**src/rzn_pkg.sv**
```systemverilog
// shared types and constants of the row z-score normalizer
package rzn_pkg;

  // field widths of the stream payloads and of the scaled root
  localparam int SAMPLE_W    = 16;
  localparam int IDX_W       = 8;
  localparam int ZW          = 24;
  localparam int IN_DATA_W   = 24;
  localparam int ROOT_W      = 32;
  localparam int ROOT_FRAC_W = 16;

  // command codes carried on the input tuser
  localparam logic CMD_WRITE = 1'b0;
  localparam logic CMD_READ  = 1'b1;

  // saturation limits of the z-score
  localparam logic [ZW-1:0] Z_POS_MAX = 24'h7f_ffff;
  localparam logic [ZW-1:0] Z_NEG_MAG = 24'h80_0000;

  // sequencer states
  typedef enum logic [3:0] {
    ST_IDLE,
    ST_ACCUM,
    ST_SQUARE,
    ST_DIFF,
    ST_ROOT,
    ST_SAVE,
    ST_FETCH,
    ST_PREP,
    ST_RANGE,
    ST_DIVIDE,
    ST_FINISH
  } state_e;

endpackage

```
**src/rzn_row_mem.sv**
```systemverilog
// sample store of one row, one write port and one registered read port
module rzn_row_mem
  import rzn_pkg::*;
#(
  parameter int DEPTH = 256,
  parameter int AW    = 8
) (
  input  logic                clk_i,
  input  logic                we_i,
  input  logic [AW-1:0]       waddr_i,
  input  logic [SAMPLE_W-1:0] wdata_i,
  input  logic [AW-1:0]       raddr_i,
  output logic [SAMPLE_W-1:0] rdata_o
);

  logic [SAMPLE_W-1:0] mem [DEPTH];

  // write port
  always_ff @(posedge clk_i) begin
    if (we_i) begin
      mem[waddr_i] <= wdata_i;
    end
  end

  // registered read port
  always_ff @(posedge clk_i) begin
    rdata_o <= mem[raddr_i];
  end

endmodule

```
**config.mk**
```make
export PLATFORM = sky130hd
export DESIGN_NAME = rzn_row_mem
export DESIGN_NICKNAME = d
export VERILOG_FILES = /design/src/rzn_pkg.sv /design/src/rzn_row_mem.sv
export SDC_FILE = /design/constraint.sdc
export NUM_CORES = 2
export LEC_CHECK = 0
export BUFFER_PORTS_ARGS = -buffer_cell sky130_fd_sc_hd__buf_2
export CORE_ASPECT_RATIO = 1.4
export CORE_UTILIZATION = 35
export DETAILED_ROUTE_END_ITERATION = 10
export PLACE_DENSITY = 0.53
export SLEW_MARGIN = 20
export SYNTH_ARGS = -nofsm -noshare
export SYNTH_HDL_FRONTEND = slang
export SYNTH_SLANG_ARGS = --single-unit
```
**constraint.sdc**
```tcl
create_clock -name clk_i -period 6.89 [get_ports clk_i]
set_clock_uncertainty 0.2 [all_clocks]
set_input_delay 0.3445 -clock clk_i [delete_from_list [all_inputs] [get_ports clk_i]]
set_output_delay 0.3445 -clock clk_i [all_outputs]
set_load 0.01 [all_outputs]
```
== Word-level counts from Yosys, hierarchy flattened ==
Memories as Yosys holds them, arrays and structs flattened. A register that Yosys moved wholly into a read port is not among the register bits.
Index checks and enable logic that the tools add are counted.
Word-level totals
  register bits after elaboration: 0
  RAM bits: 4096
  input port bits: 34
  output and inout bits: 16
  logic and storage cells: 3
  memories kept: 1
Memories
  mem: depth 256, bits a word 16, read ports 1, clocked after memory_dff 1, wr ports 1, line rzn_row_mem.sv:16  | logic [SAMPLE_W-1:0] mem [DEPTH];
Operators by class
  multiplexer cells: 2
Operator list (count)
  $mux 1: 2

== Depth between registers and ports, before layout ==
  word-level depth: 2
  depth in mapped cells: 12

== Worst setup path before layout ==
No wires, ideal clock.
  kind: input to register
  from: in waddr_i[3]
  to: mem mem[235][0] (enable)
  arrival time: 2121 ps
  slack: 4180 ps
  stages: 6
  path buffers: 3
  path through: clkbuf_1 nor2b_1 clkbuf_1 nand4_1 clkbuf_1 nor2_1
RTL lines
  from (decl): line rzn_row_mem.sv:10  | input logic [AW-1:0] waddr_i,
  to (decl): line rzn_row_mem.sv:16
No word-level cell before the write port.

==> results <==
- In this run the worst path has a maximum fanout of 93.
- Data arrives at the worst endpoint at 4.74 ns.
- The post-synth design cell area is around 0.16 mm^2.
- The count of cells resized by post-cts repair is 0.
- The run finished with clean final reports.
- The worst-case IR drop observed on VDD is roughly 240 uV.
- TritonCTS built the clock tree.
- The clock root buffer is sky130_fd_sc_hd__clkbuf_16.
- The count of flip-flops with a built-in enable after synthesis is 4096.
- Dividing total power by cell area gives a power density of 284 mW/mm^2.
- The slew at the pin closest to its max-slew limit is 1.37 ns.
- The core region is 0.452 mm^2.
- After synthesis, the share of flip-flops with an asynchronous set or reset is 0.
- Hold is met by 0.107 ns.
- In the routed design, unresolved DRC markers number 0.
- The pre-CTS setup slack is 2.12 ns.
- In this run, synthesis produced a sequential element count of a little over 4k.
- After global routing the overflow that remains totals 0.
- The worst setup path is launched from an input pin.
- The count of maximum capacitance violations is 0.
- In this run, post-CTS hold repair placed 22 buffers.
- Once layout is complete, the utilization of the core stands at 0.400.
- When the netlist entered floorplanning its net count stood at 7394.
- CTS saw 4112 sinks.
- The via count of the first global-routing pass is roughly 80k.
- The least setup slack across all paths after layout is 2.78 ns.
- The first global-routing pass estimated 631 mm of wire.
- The post-CTS setup repair buffer count is 0.
- The pre-antenna-repair detailed-routing pass consisted of 5 iterations.
- The number of instances in the synthesized netlist is between 7k and 8k.
- The post-layout net count is 7793.
- The worst pin sits at a relative slew slack of 0.0884.
- The CTS clock-pin slew for the worst setup and hold paths is ~0.070 ns.
- The number of hold violations in the final report is 0.
- The share of the yosys chip area belonging to registers is 0.777.
- In this run, the number of DRC markers left after iteration 0 of detailed routing was ~8k.
- The number of antenna violations at the first check in global routing is 30.
- The die is 799 um tall.
- The initial standard-cell utilization of the core is 0.351.
- The routed length per instance is approximately 32 um.
- The warning count from the yosys run is 0.
- Once detail routing completed, the nets flagged for antenna violations numbered 0.
- Once detailed placement completed, the half-perimeter wirelength came to 272 mm.
- The setup path with the least slack is of type in2reg.
- The leakage power of the design is 56.2 nW.
- The dominant register cell in the synthesized netlist is sky130_fd_sc_hd__edfxtp_1.
- The post-layout minimum cycle time is 4.11 ns.
- The site row count is 292.
- 50 I/O pins were placed.
- The period utilization is 0.596.
- The total setup violations reported at the end of the flow is 0.
- Summed over all layers, the routed wires come to approximately 450 mm.
- The clock passes through at most 4 buffers.
- The count of buffers added on input and output ports is 49.
- After routing the design area is 0.180 mm^2.
- The top achievable clock speed is 244 MHz.
- Of the cells placed in the final design, the portion with a size suffix greater than 1 is 0.249.
- Dividing the detail-routed via count by the number of cells gives approximately 5.5.
- The die width is 571 um.
- The number of distinct library cell variants in the gate-level netlist after synthesis is 52.
- The post-placement cell area is 0.168 mm^2.
- Entering global routing, the biggest net connects ~180 pins.
- The clock tree synthesis step divided the H-tree into 5 levels.
- The class of the most critical hold timing path is in2reg.
- STA classifies the critical path endpoint as a flip-flop.
- Routability-driven placement finished with a final weighted congestion of 0.838.
- The clock insertion delay at the later pin of the skew report is around 0.96 ns.
- Setup repair after global routing left no endpoint under its margin.
- Dividing the synthesized area by the synthesized cell count gives 21.6 um^2.
- Setup total negative slack on the finished layout was measured at 0 ns.
- STA puts the critical path data required time at 7.52 ns.
- Counting the buffers created by CTS gives ~380.
- The layout has roughly 40k filler cells.
- The die area is 0.456 mm^2.
- The count of final max-slew check failures is 0.
- The detailed-route via count is 77.4k.
- Relative to the synthesized area, the layout overhead comes to 13.7%.
- The total routing usage reported by global routing is 0.196.
[worst paths after layout]
kind,start,cells past startpoint,slack (ns),endpoint
hold / removal,waddr_i[3],3,0.11,mem[206][1]$_DFFE_PP_
hold reg to reg,mem[104][5]$_DFFE_PP_,6,0.84,rdata_o[5]$_DFF_P_
setup / recovery,raddr_i[2],10,2.78,rdata_o[11]$_DFF_P_
setup reg to reg,mem[51][5]$_DFFE_PP_,5,3.58,rdata_o[5]$_DFF_P_
[per-stage QoR]
step,cells,total power [mW]
4_1_cts,14100,51.6
3_5_place_dp,13400,30.8
3_3_place_gp,13400,30.7
5_1_grt,14100,52.5
2_1_floorplan,7360,29.5
6_report,14100,51.2
[where the power goes]
group	leakage [nW]	total [mW]	internal (mW)	switching [mW]
combinational	13.2	2.57	0.858	1.72
sequential	36.9	27.6	27.6	0.0595
clock	5.96	21.0	11.7	9.29
total	56.2	51.2	40.1	11.1
[kinds of logic after synthesis]
| logic type | after synthesis | share of synthesized area |
|---|---|---|
| flops | 4112 | 0.777 |
| mux | 1450 | 0.155 |
| compound gates | 786 | 0.0354 |
| simple gates | 556 | 0.0157 |
| buf+inv | 456 | 0.0169 |
[sequential cells by signal, indices dropped and copies added (netlist names)]
register	count
mem	4096
rdata_o	16
[synth_stat cells (9+ instances only)]
| cell | instances | area share |
|---|---|---|
| sky130_fd_sc_hd__edfxtp_1 | 4096 | 0.77 |
| sky130_fd_sc_hd__mux4_2 | 797 | 0.11 |
| sky130_fd_sc_hd__mux2i_1 | 565 | 0.036 |
| sky130_fd_sc_hd__nor2_1 | 304 | 0.0072 |
| sky130_fd_sc_hd__o221ai_1 | 252 | 0.014 |
| sky130_fd_sc_hd__clkbuf_1 | 230 | 0.0054 |
| sky130_fd_sc_hd__a21oi_1 | 175 | 0.0055 |
| sky130_fd_sc_hd__o22ai_1 | 148 | 0.0058 |
| sky130_fd_sc_hd__nor3_1 | 92 | 0.0029 |
| sky130_fd_sc_hd__mux2_2 | 88 | 0.0062 |
| sky130_fd_sc_hd__buf_6 | 77 | 0.0055 |
| sky130_fd_sc_hd__buf_2 | 76 | 0.0024 |
| sky130_fd_sc_hd__a22oi_1 | 43 | 0.0020 |
| sky130_fd_sc_hd__nand2_1 | 38 | 0.00090 |
| sky130_fd_sc_hd__o21ai_0 | 37 | 0.0012 |
| sky130_fd_sc_hd__nand3_1 | 35 | 0.0011 |
| sky130_fd_sc_hd__a22o_1 | 32 | 0.0018 |
| sky130_fd_sc_hd__a221oi_1 | 28 | 0.0015 |
| sky130_fd_sc_hd__buf_1 | 27 | 0.00064 |
| sky130_fd_sc_hd__buf_4 | 26 | 0.0012 |
| sky130_fd_sc_hd__nand4_1 | 26 | 0.0010 |
| sky130_fd_sc_hd__o32ai_1 | 20 | 0.0011 |
| sky130_fd_sc_hd__a211oi_1 | 18 | 0.00085 |
| sky130_fd_sc_hd__nor4_1 | 17 | 0.00067 |
| sky130_fd_sc_hd__dfxtp_1 | 16 | 0.0020 |
| sky130_fd_sc_hd__o31ai_1 | 16 | 0.00076 |
| sky130_fd_sc_hd__and3_1 | 11 | 0.00043 |
| sky130_fd_sc_hd__buf_8 | 11 | 0.0010 |
| sky130_fd_sc_hd__nor2b_1 | 9 | 0.00035 |
[critical path: stages]
cell and delay (ns):
sky130_fd_sc_hd__dlygate4sd3_1 0.55, sky130_fd_sc_hd__clkbuf_8 0.25, sky130_fd_sc_hd__nand2b_4 0.48, sky130_fd_sc_hd__buf_12 0.36, sky130_fd_sc_hd__buf_4 0.39, sky130_fd_sc_hd__o221ai_1 0.26
sky130_fd_sc_hd__o32ai_1 0.18, sky130_fd_sc_hd__a21oi_1 0.72, sky130_fd_sc_hd__nand4_1 0.49, sky130_fd_sc_hd__nor4_1 0.35
[layout by cell type (no fill, tap or decap), types with 10 or more instances in the layout]
cell type                          n
sky130_fd_sc_hd__dlygate4sd3_1    22
sky130_fd_sc_hd__o31ai_1          16
sky130_fd_sc_hd__buf_8            17
sky130_fd_sc_hd__mux2_2           88
sky130_fd_sc_hd__clkinvlp_4       15
sky130_fd_sc_hd__mux4_2          797
sky130_fd_sc_hd__o21ai_0          31
sky130_fd_sc_hd__buf_2            30
sky130_fd_sc_hd__bufinv_16        35
sky130_fd_sc_hd__mux2i_1         565
sky130_fd_sc_hd__nand4_1          26
sky130_fd_sc_hd__o221ai_1        252
sky130_fd_sc_hd__dfxtp_1          16
sky130_fd_sc_hd__o32ai_1          19
sky130_fd_sc_hd__clkinv_2         83
sky130_fd_sc_hd__and3_1           11
sky130_fd_sc_hd__clkbuf_1         61
sky130_fd_sc_hd__nor4_1           17
sky130_fd_sc_hd__nor3_1           85
sky130_fd_sc_hd__nand3_1          26
sky130_fd_sc_hd__a22oi_1          43
sky130_fd_sc_hd__nand2_1          36
sky130_fd_sc_hd__a21oi_1         171
sky130_fd_sc_hd__edfxtp_1       4096
sky130_fd_sc_hd__nor2_4           21
sky130_fd_sc_hd__inv_6            10
sky130_fd_sc_hd__a22o_1           32
sky130_fd_sc_hd__clkbuf_16       390
sky130_fd_sc_hd__diode_2          17
sky130_fd_sc_hd__buf_12           40
sky130_fd_sc_hd__clkinv_1         87
sky130_fd_sc_hd__nor2_2           72
sky130_fd_sc_hd__nor2_1          211
sky130_fd_sc_hd__a221oi_1         28
sky130_fd_sc_hd__a211oi_1         18
sky130_fd_sc_hd__o22ai_1         148
sky130_fd_sc_hd__buf_4           351
[cell type report]
cell class | instances | area (um^2) | area share
sequential | 4112 | 123000 | 0.683
multi-input combinational | 2792 | 33200 | 0.184
clock buffer | 453 | 10000 | 0.0555
tap | 6027 | 7540 | 0.0418
timing repair buffer | 465 | 4170 | 0.0231
clock inverter | 241 | 2130 | 0.0118
antenna | 17 | 42.5 | 0.000236
inverter | 4 | 27.5 | 0.000153
[routing by layer]
metal | global-route usage | part of all wire | vias to the layer above
met5 | 0 | 0.00023 | -
met4 | 0.0765 | 0.044 | 16
met3 | 0.0268 | 0.053 | 646
met2 | 0.351 | 0.53 | 2549
met1 | 0.237 | 0.38 | 42200
li1 | - | - | 32100
Power figures use the tool's default switching activity.
