$ cat src/rzn_pkg.sv
// shared types and constants of the row z-score normalizer
package rzn_pkg;

  // field widths of the stream payloads and of the scaled root
  localparam int SAMPLE_W    = 16;
  localparam int IDX_W       = 8;
  localparam int ZW          = 24;
  localparam int IN_DATA_W   = 24;
  localparam int ROOT_W      = 32;
  localparam int ROOT_FRAC_W = 16;

  // command codes carried on the input tuser
  localparam logic CMD_WRITE = 1'b0;
  localparam logic CMD_READ  = 1'b1;

  // saturation limits of the z-score
  localparam logic [ZW-1:0] Z_POS_MAX = 24'h7f_ffff;
  localparam logic [ZW-1:0] Z_NEG_MAG = 24'h80_0000;

  // sequencer states
  typedef enum logic [3:0] {
    ST_IDLE,
    ST_ACCUM,
    ST_SQUARE,
    ST_DIFF,
    ST_ROOT,
    ST_SAVE,
    ST_FETCH,
    ST_PREP,
    ST_RANGE,
    ST_DIVIDE,
    ST_FINISH
  } state_e;

endpackage

$ cat src/rzn_sub_unit.sv
// shared compare and subtract unit for the root, range check and divide steps
module rzn_sub_unit
  import rzn_pkg::*;
#(
  parameter int W = 35
) (
  input  logic [W-1:0] a_i,
  input  logic [W-1:0] b_i,
  output logic         ge_o,
  output logic [W-1:0] diff_o
);

  logic [W:0] wide;

  // one extra bit gives the borrow, which is the compare result
  assign wide   = {1'b0, a_i} - {1'b0, b_i};
  assign ge_o   = ~wide[W];
  assign diff_o = wide[W-1:0];

endmodule

$ cat config.mk
export PLATFORM = sky130hd
export DESIGN_NAME = rzn_sub_unit
export DESIGN_NICKNAME = d
export VERILOG_FILES = /design/src/rzn_pkg.sv /design/src/rzn_sub_unit.sv
export SDC_FILE = /design/constraint.sdc
export NUM_CORES = 1
export LEC_CHECK = 0
export BUFFER_PORTS_ARGS = -buffer_cell sky130_fd_sc_hd__buf_2
export CORE_MARGIN = 4
export CORE_UTILIZATION = 53
export DETAILED_ROUTE_END_ITERATION = 16
export PLACE_DENSITY = 0.89
export RECOVER_POWER = 25
export SLEW_MARGIN = 20
export SYNTH_ARGS = -nofsm -noshare
export SYNTH_HDL_FRONTEND = slang
export SYNTH_SLANG_ARGS = --single-unit
$ cat constraint.sdc
create_clock -name vclk -period 7.1
set_input_delay 0.71 -clock vclk [all_inputs]
set_output_delay 0.71 -clock vclk [all_outputs]
set_load 0.1 [all_outputs]
== After elaboration in Yosys (flattened, before gate mapping) ==
Cells that the tools add are included.
Storage, ports and cells
  bits in registers: 0
  latch bits: 0
  memory bits (writable): 0
  ROM bits: 0
  bits of input ports: 70
  output and inout port bits: 36
  word-level logic and storage cells: 2
  memories kept: 0
Operators by class
  add/sub/neg operators: 1
  $mul: 0
  div/mod/pow operators: 0
  $lt $le $gt $ge: 0
  equal/unequal tests: 0
  shift-type cells: 0
  mux-type cells: 0
  bitwise operators: 1
  reduce and logical (&&, ||, !) cells: 0
Operator list (count)
  $sub A35 B35 Y36: 1
  $not A1 Y1: 1

== Longest topological paths before layout ==
Gate-level depths: netlist (run 1).
  depth after elaboration: 2
  mapped depth: 10
  depth with buffers taken out: 10

== Worst setup path after synthesis (run 1) ==
OpenSTA, ideal clock, no wires.
  path kind: input port to output port
  start point: in b_i[11]
  end point: out ge_o
  data arrival time: 4262 ps
  setup slack: 2128 ps
  stages on the path: 9
  path buffers: 0
  path through: inv_1 ha_1 and2_1 nor2b_1 o2111ai_1 nand2_1 a311oi_2 o21a_1 o31ai_1
On the way
  longest elaborated chain between the ends: 2
Ends and longest elaborated chain
  start: declaration: RTL line rzn_sub_unit.sv:8  | input logic [W-1:0] b_i,
  $sub A35 B35 Y36: RTL line rzn_sub_unit.sv:16  | assign wide = {1'b0, a_i} - {1'b0, b_i};
  $not A1 Y1: RTL line rzn_sub_unit.sv:17  | assign ge_o = ~wide[W];
  end: declaration: RTL line rzn_sub_unit.sv:9  | output logic ge_o,
Every way passes these cells.

== Worst setup path after layout (run 1) ==
  start point: in a_i[0]
  end point: out diff_o[32]
On the way
  longest elaborated chain between the ends: 1
Ends and longest elaborated chain
  start: declaration: RTL line rzn_sub_unit.sv:7  | input logic [W-1:0] a_i,
  $sub A35 B35 Y36: RTL line rzn_sub_unit.sv:16
  end: declaration: RTL line rzn_sub_unit.sv:10  | output logic [W-1:0] diff_o
Every way passes these cells.

==> summary.txt, run 1 <==
Timing
  – Tmin final: between 4000 and 5000 ps
  – Fmax achieved: 0.2464 GHz
  – Fin Setup TNS: 0 ps
  – Max Slew Vio Count: 0
  – Worst Tran Pin Value: between 1000 and 1500 ps
  – RSZ-0062 raised after global routing: no
  – Max_slew headroom: between 20% and 30%
  – # setup viols final: 0
  – Period utilization: between 50% and 60%
  – Hold WS: 2093 ps
  – Final hold vios: 0

Clocking
  – CTS resizes: 0
  – Cts-stage hold buffer count: 0
  – Postcts setup bufs: 0

Logic synthesis
  – Post-synthesis sequential area ratio: 0%
  – Synth unique cells: 52
  – Mapped cell area: roughly 2200 um2
  – Syn avg cell area: ~6.6 um2
  – Syn Inst Count: 330
  – Synthesis Warnings: 0
  – Post-synthesis net count: about 440

GRT
  – First-pass GRT wire length: 10.89 mm
  – Initial antenna violation count: 0
  – Number of global-route vias before repair: 2,593
  – Largest net degree at the start of global routing: 10
  – GR Util All Layers: 24.15%
  – Grt ovf: 0

Routing
  – Residual DRC count: 0
  – Via count: roughly 2,700
  – Final ANT Viol Nets: 0
  – DRT iter0 DRCs: 139
  – Drt wl/cell: roughly 13 um
  – WL final: roughly 6.4 mm
  – Drt pass-1 iters: 4
  – Vias per cell: between 5 and 6

Placed design
  – PortBufs: 106
  – Gpl congestion: approximately 0.89
  – HPWL after DPL: around 5.6 mm
  – Cell count after placement: 477

Power
  – Sw power: about 0.48 mW
  – Maximum vdd drop: roughly 0.099 mV
  – Int Power: 0.1252 mW
  – Register share of total power: 0%
  – Sw frac: 79.21%
  – LEAKAGE: around 1.5 nW
  – Clk pwr share: 0%
  – Power Density: 219.9 nW/um2
  – Combinational Power Share: 100.0%

Outcome
  – Status: finished, final reports clean

Setup path
  – CP Class: input port to output port
  – CP startpoint: a_i[0]
  – Crit path required time: 6390 ps
  – Critical path endpoint: diff_o[32]
  – Crit-path max FO: 5
  – Endpoint class of the critical path: output port
  – Worst endpoint data arrival time: roughly 3400 ps
  – Crit path launch type: input port

Cells and area
  – Number of diodes: 0
  – # nets final: 535
  – Layout cells sized above 1: approximately a quarter
  – Register area: 0 um2
  – # clk buffers: 0
  – Layout sequential cell count: 0
  – Area grow syn2layout: 24.87%
  – Finished Layout Cells: about 480

Floorplan
  – Die area: about 5200 um2
  – Horiz. Die Dim: between 70 and 80 um
  – Initial core utilization: between 50% and 60%
  – Core ar.: about 4000 um2
  – Die Y: slightly above 70 um
  – IO Count: roughly 110
  – FP Rows: 23

Min path
  – Min-Delay Path Class: input port to output port

Run
  – Max Cap Violations: 0
-- cell usage after synthesis, types with 7 or more instances --
cell | n | area [um2]
a21oi_1 | 36 | 180.2
o21ai_0 | 17 | 85.08
inv_1 | 44 | 165.2
ha_1 | 35 | 437.9
xor2_1 | 12 | 105.1
nor2_1 | 20 | 75.07
a21o_1 | 20 | 150.1
nand2_1 | 33 | 123.9
clkbuf_1 | 7 | 26.28
nand3_1 | 7 | 35.03
xnor2_1 | 16 | 140.1
nand4_1 | 7 | 43.79
-- worst min-delay path by stage --
stage	from	end	slack (ps)	depth (start not counted)
finish	a_i[11]	diff_o[11]	2090	4
global route	a_i[11]	diff_o[11]	2120	4
CTS	b_i[0]	diff_o[0]	1920	4
detailed placement	b_i[0]	diff_o[0]	1920	4
global placement	b_i[0]	diff_o[0]	1910	4
floorplan	b_i[0]	diff_o[0]	1870	2
-- worst max-delay path: stages --
cell,delay (ps)
buf_2,70
inv_1,30
ha_1,210
fa_1,420
nor2b_1,180
o2111ai_1,170
a21oi_2,300
o21ai_2,120
o21ai_1,280
a31oi_1,160
xnor2_1,220
buf_2,470
-- final cells by class --
cell class                 count  area (um2)
tap                           50       62.56
timing repair buffer         106       519.2
inverter                      44       165.2
fill                         353        1261
multi-input combinational    277        1992
-- power groups by stage --
| stage | registers [mW] | logic, mW | clock network, mW |
|---|---|---|---|
| final | 0 | 0.602 | 0 |
| after CTS | 0 | 0.603 | 0 |
| after detailed placement | 0 | 0.602 | 0 |
| after global placement | 0 | 0.596 | 0 |
| after global routing | 0 | 0.634 | 0 |
| after floorplan | 0 | 0.505 | 0 |
-- routing by layer --
layer / wire length (um) / vias to the layer above / global-route usage (%) / part of all wire (%)
li1: - / 1383 / - / -
met3: 568 / 10 / 2.355 / 8.8
met1: 2667 / 1221 / 30.56 / 41
met5: 0 / - / 0 / 0
met4: 95 / 0 / 4.802 / 1.5
met2: 3100 / 108 / 43.98 / 48
-- layout by cell type (no fill, tap or decap), drive strengths merged, types with 3 or more instances in the layout --
cell type  Yosys  layout
buf            2      97
inv           44      44
a21oi         37      37
ha            35      35
nand2         33      33
o21ai         22      22
nor2          21      21
a21o          20      20
xnor2         16      16
xor2          12      12
clkbuf         7       9
nand4          8       8
nand3          7       7
a31oi          6       6
o21a           6       6
nor2b          5       5
nand2b         5       5
and2           4       4
o2111ai        4       4
o31ai          3       3
nor3           3       3
a311oi         3       3
-- per-stage QoR --
stage	area, um2	utilization, %	worst slack, ps	total power [mW]
floorplan	2193	-	2128	0.5049
global route	2739	68.47	2902	0.6344
detailed placement	2750	68.75	3074	0.6019
CTS	2750	68.75	3062	0.6034
global placement	2750	68.75	3136	0.5963
finish	2739	68.47	3041	0.6024
-- logic make-up after synthesis --
logic type | count (synthesis) | share of synthesized area (%)
XOR/XNOR | 28 | 11.18
buffers and inverters | 53 | 9.185
AND/OR/NAND/NOR | 92 | 20.25
adder cells (fa/ha/maj) | 36 | 20.88
AO/OA/AOI/OAI | 120 | 38.05
multiplexers | 1 | 0.4564
No activity file was read; power rests on OpenSTA's default activity.
==> run 2, diff against run 1 <==
--- a/config.mk
+++ b/config.mk
@@ -5,11 +5,12 @@
 export SDC_FILE = /design/constraint.sdc
 export NUM_CORES = 1
 export LEC_CHECK = 0
+export ABC_AREA = 1
 export BUFFER_PORTS_ARGS = -buffer_cell sky130_fd_sc_hd__buf_2
 export CORE_MARGIN = 4
-export CORE_UTILIZATION = 53
+export CORE_UTILIZATION = 52
 export DETAILED_ROUTE_END_ITERATION = 16
-export PLACE_DENSITY = 0.89
+export PLACE_DENSITY = 0.85
 export RECOVER_POWER = 25
 export SLEW_MARGIN = 20
 export SYNTH_ARGS = -nofsm -noshare
==> constraint.sdc (replaced) <==
create_clock -name vclk -period 4
set_input_delay 0.4 -clock vclk [all_inputs]
set_output_delay 0.4 -clock vclk [all_outputs]
set_load 0.1 [all_outputs]
==> summary.txt, run 2 <==
Routing
  – Via count: 3,540 (+30%)
  – Vias per cell: 5.094 (-11%)
  – WL final: 8.742 mm (+36%)
  – Drt wl/cell: 12.58 um (-6.7%)
  – Drt pass-1 iters: 5 (+1)
  – Residual DRC count: 0 (unchanged)
  – DRT iter0 DRCs: 228 (+64%)
  – Final ANT Viol Nets: 0 (unchanged)

Timing
  – Fin Setup TNS: 0 ps (unchanged)
  – Max Slew Vio Count: 0 (unchanged)
  – Max_slew headroom: 20.34% (-1.4 points)
  – Fmax achieved: approximately 0.34 GHz
  – Worst Tran Pin Value: 1200 ps (+21.53 ps)
  – Period utilization: between 70% and 80%
  – # setup viols final: 0 (unchanged)
  – RSZ-0062 raised after global routing: no
  – Final hold vios: 0 (unchanged)
  – Tmin final: around 2900 ps
  – Hold WS: 1452 ps (-640.8 ps)

Floorplan
  – FP Rows: 25 (+8.7%)
  – Initial core utilization: 53.96% (-0.87 points)
  – IO Count: 106 (unchanged)
  – Die area: 6086 um2 (+16%)
  – Core ar.: 4723 um2 (+18%)
  – Die Y: 78.01 um (+7.9%)
  – Horiz. Die Dim: 78.01 um (+7.9%)

Min path
  – Hold Path Origin: a_i[15]
  – Min-Delay Path Class: input port to output port
  – Hold Crit Depth: 4 (unchanged)
  – Worst hold path endpoint: diff_o[15]

Setup path
  – Crit-path max FO: 3 (-2)
  – CP Class: input port to output port
  – Largest stage delay on the critical path: 900 ps (+430 ps)
  – Crit path required time: 3600 ps (-2790 ps)
  – Most frequent CP cell: inv_1
  – Endpoint class of the critical path: output port
  – CP max-delay cell: clkbuf_1
  – Worst-path cell chain: buf_2, inv_1, ha_1, fa_1, inv_1, nand3_1, nand3_2, xor2_1, clkbuf_1
  – Worst endpoint data arrival time: 2510 ps (-840 ps)
  – Crit path launch type: input port

Logic synthesis
  – Top-count cell post-synth: nand2_1
  – Mapped cell area: 2549 um2 (+16%)
  – Post-synthesis sequential area ratio: 0% (unchanged)
  – Synth unique cells: 18 (-65%)
  – Top post-synthesis cells by count: nand2_1 (179), inv_1 (129), nor2_1 (50)
  – Largest area contributor in the netlist: nand2_1
  – Syn Inst Count: 522 (+58%)
  – Syn avg cell area: 4.883 um2 (-27%)
  – Synth top area cells: nand2_1 (26%), inv_1 (19%), ha_1 (17%)
  – Top-area cell type share of the netlist area: 26.36% (+6.4 points)
  – Post-synthesis net count: 628 (+44%)
  – Synthesis Warnings: 0 (unchanged)

Cells and area
  – Register area: 0 um2 (unchanged)
  – Filler Cell Count: 484 (+37%)
  – Layout cells sized above 1: 17.36% (-8.4 points)
  – # nets final: 736 (+38%)
  – Layout sequential cell count: 0 (unchanged)
  – Number of diodes: 0 (unchanged)
  – Commonest non-fill, non-tap cell in the layout: nand2_1
  – Area of the multi-input gates: 2064 um2 (+3.6%)
  – Final cell utilization of the core: 66.73% (-1.7 points)
  – Commonest non-fill, non-tap cells in the layout: nand2_1 (179), inv_1 (129), buf_2 (97), nor2_1 (50), a21oi_1 (40)
  – # clk buffers: 0 (unchanged)
  – Area grow syn2layout: 23.66%

GRT
  – Initial antenna violation count: 0 (unchanged)
  – Grt ovf: 0 (unchanged)
  – GR Util All Layers: 27.88% (+3.7 points)
  – Largest net degree at the start of global routing: 7 (-3)
  – First-pass GRT wire length: 14.26 mm (+31%)
  – Number of global-route vias before repair: 3,248 (+25%)

Placed design
  – Gpl congestion: 0.9619 (+8.5%)
  – PortBufs: 106 (unchanged)
  – HPWL after DPL: 7.917 mm (+42%)

Power
  – Sw frac: 80.96% (+1.7 points)
  – Power Density: 324.7 nW/um2 (+48%)
  – Maximum vdd drop: 0.2722 mV (+170%)
  – Int Power: 0.1949 mW (+56%)
  – LEAKAGE: 2.132 nW (+39%)
  – Sw power: 0.8286 mW (+74%)
  – Combinational Power Share: 100.0% (about the same)
  – Register share of total power: 0% (unchanged)
  – Clk pwr share: 0% (unchanged)

Run
  – Max Cap Violations: 0 (unchanged)

Clocking
  – CTS resizes: 0 (unchanged)
  – Cts-stage hold buffer count: 0 (unchanged)
  – Postcts setup bufs: 0 (unchanged)

Outcome
  – Status: finished, final reports clean
[run 2: cell types whose count changed after synthesis, moves of 6 or more]
cell	previous run	this run
a21o_1	20	0
clkbuf_1	7	0
nor2_1	20	50
xnor2_1	16	2
nor3_1	3	9
a31oi_1	6	0
nand3_1	7	22
nand2_1	33	179
nand2_2	0	8
inv_1	44	129
[run 2: worst max path at each step]
| stage | start | endpoint |
|---|---|---|
| floorplan | a_i[0] | diff_o[16] |
| global placement | a_i[0] | diff_o[32] |
| detailed placement | a_i[0] | diff_o[32] |
| CTS | a_i[0] | diff_o[32] |
| global route | a_i[0] | diff_o[28] |
| finish | a_i[0] | diff_o[10] |
[run 2: cell type report]
cell class	count	share of cell area (%)
Multi-Input combinational cell	393	65.50
Timing Repair Buffer	106	16.47
Inverter	129	15.36
Tap cell	67	2.660
[run 2: kinds of logic after synthesis]
logic type | synth area share (%)
simple gates | 43.84
xor+xnor | 5.842
buf+inv | 19.00
compound gates | 13.35
fa+ha+maj | 17.97
[run 2: worst max-delay path: cells and delay by family]
kind / cells / cell delay, ps
adders and majority gates: 2 / 630
and+or+nand+nor: 2 / 200
buffers and inverters: 4 / 1120
xor gates and xnor gates: 1 / 150
[run 2: per-stage QoR]
| stage | setup WS [ps] | power (mW) | area, um2 | std cells |
|---|---|---|---|---|
| floorplan | 578.4 | 0.8324 | 2549 | 522 |
| global placement | 1177 | 1.013 | 3163 | 695 |
| detailed placement | 1134 | 1.021 | 3163 | 695 |
| CTS | 1132 | 1.024 | 3163 | 695 |
| global route | 957.6 | 1.084 | 3152 | 695 |
| finish | 1092 | 1.023 | 3152 | 695 |
[run 2: power by group through the flow]
stage | registers [mW] | logic [mW] | clock network, mW
2_1_floorplan | 0 | 0.832 | 0
3_3_place_gp | 0 | 1.01 | 0
5_1_grt | 0 | 1.08 | 0
3_5_place_dp | 0 | 1.02 | 0
4_1_cts | 0 | 1.02 | 0
6_report | 0 | 1.02 | 0
[run 2: metal layers]
metal,wire length (um),GRT usage [%],up-vias
met1,3691,36.44,1551
met4,89,3.671,0
met2,4187,50.68,179
met3,774,2.523,8
li1,-,-,1802
met5,0,0,-
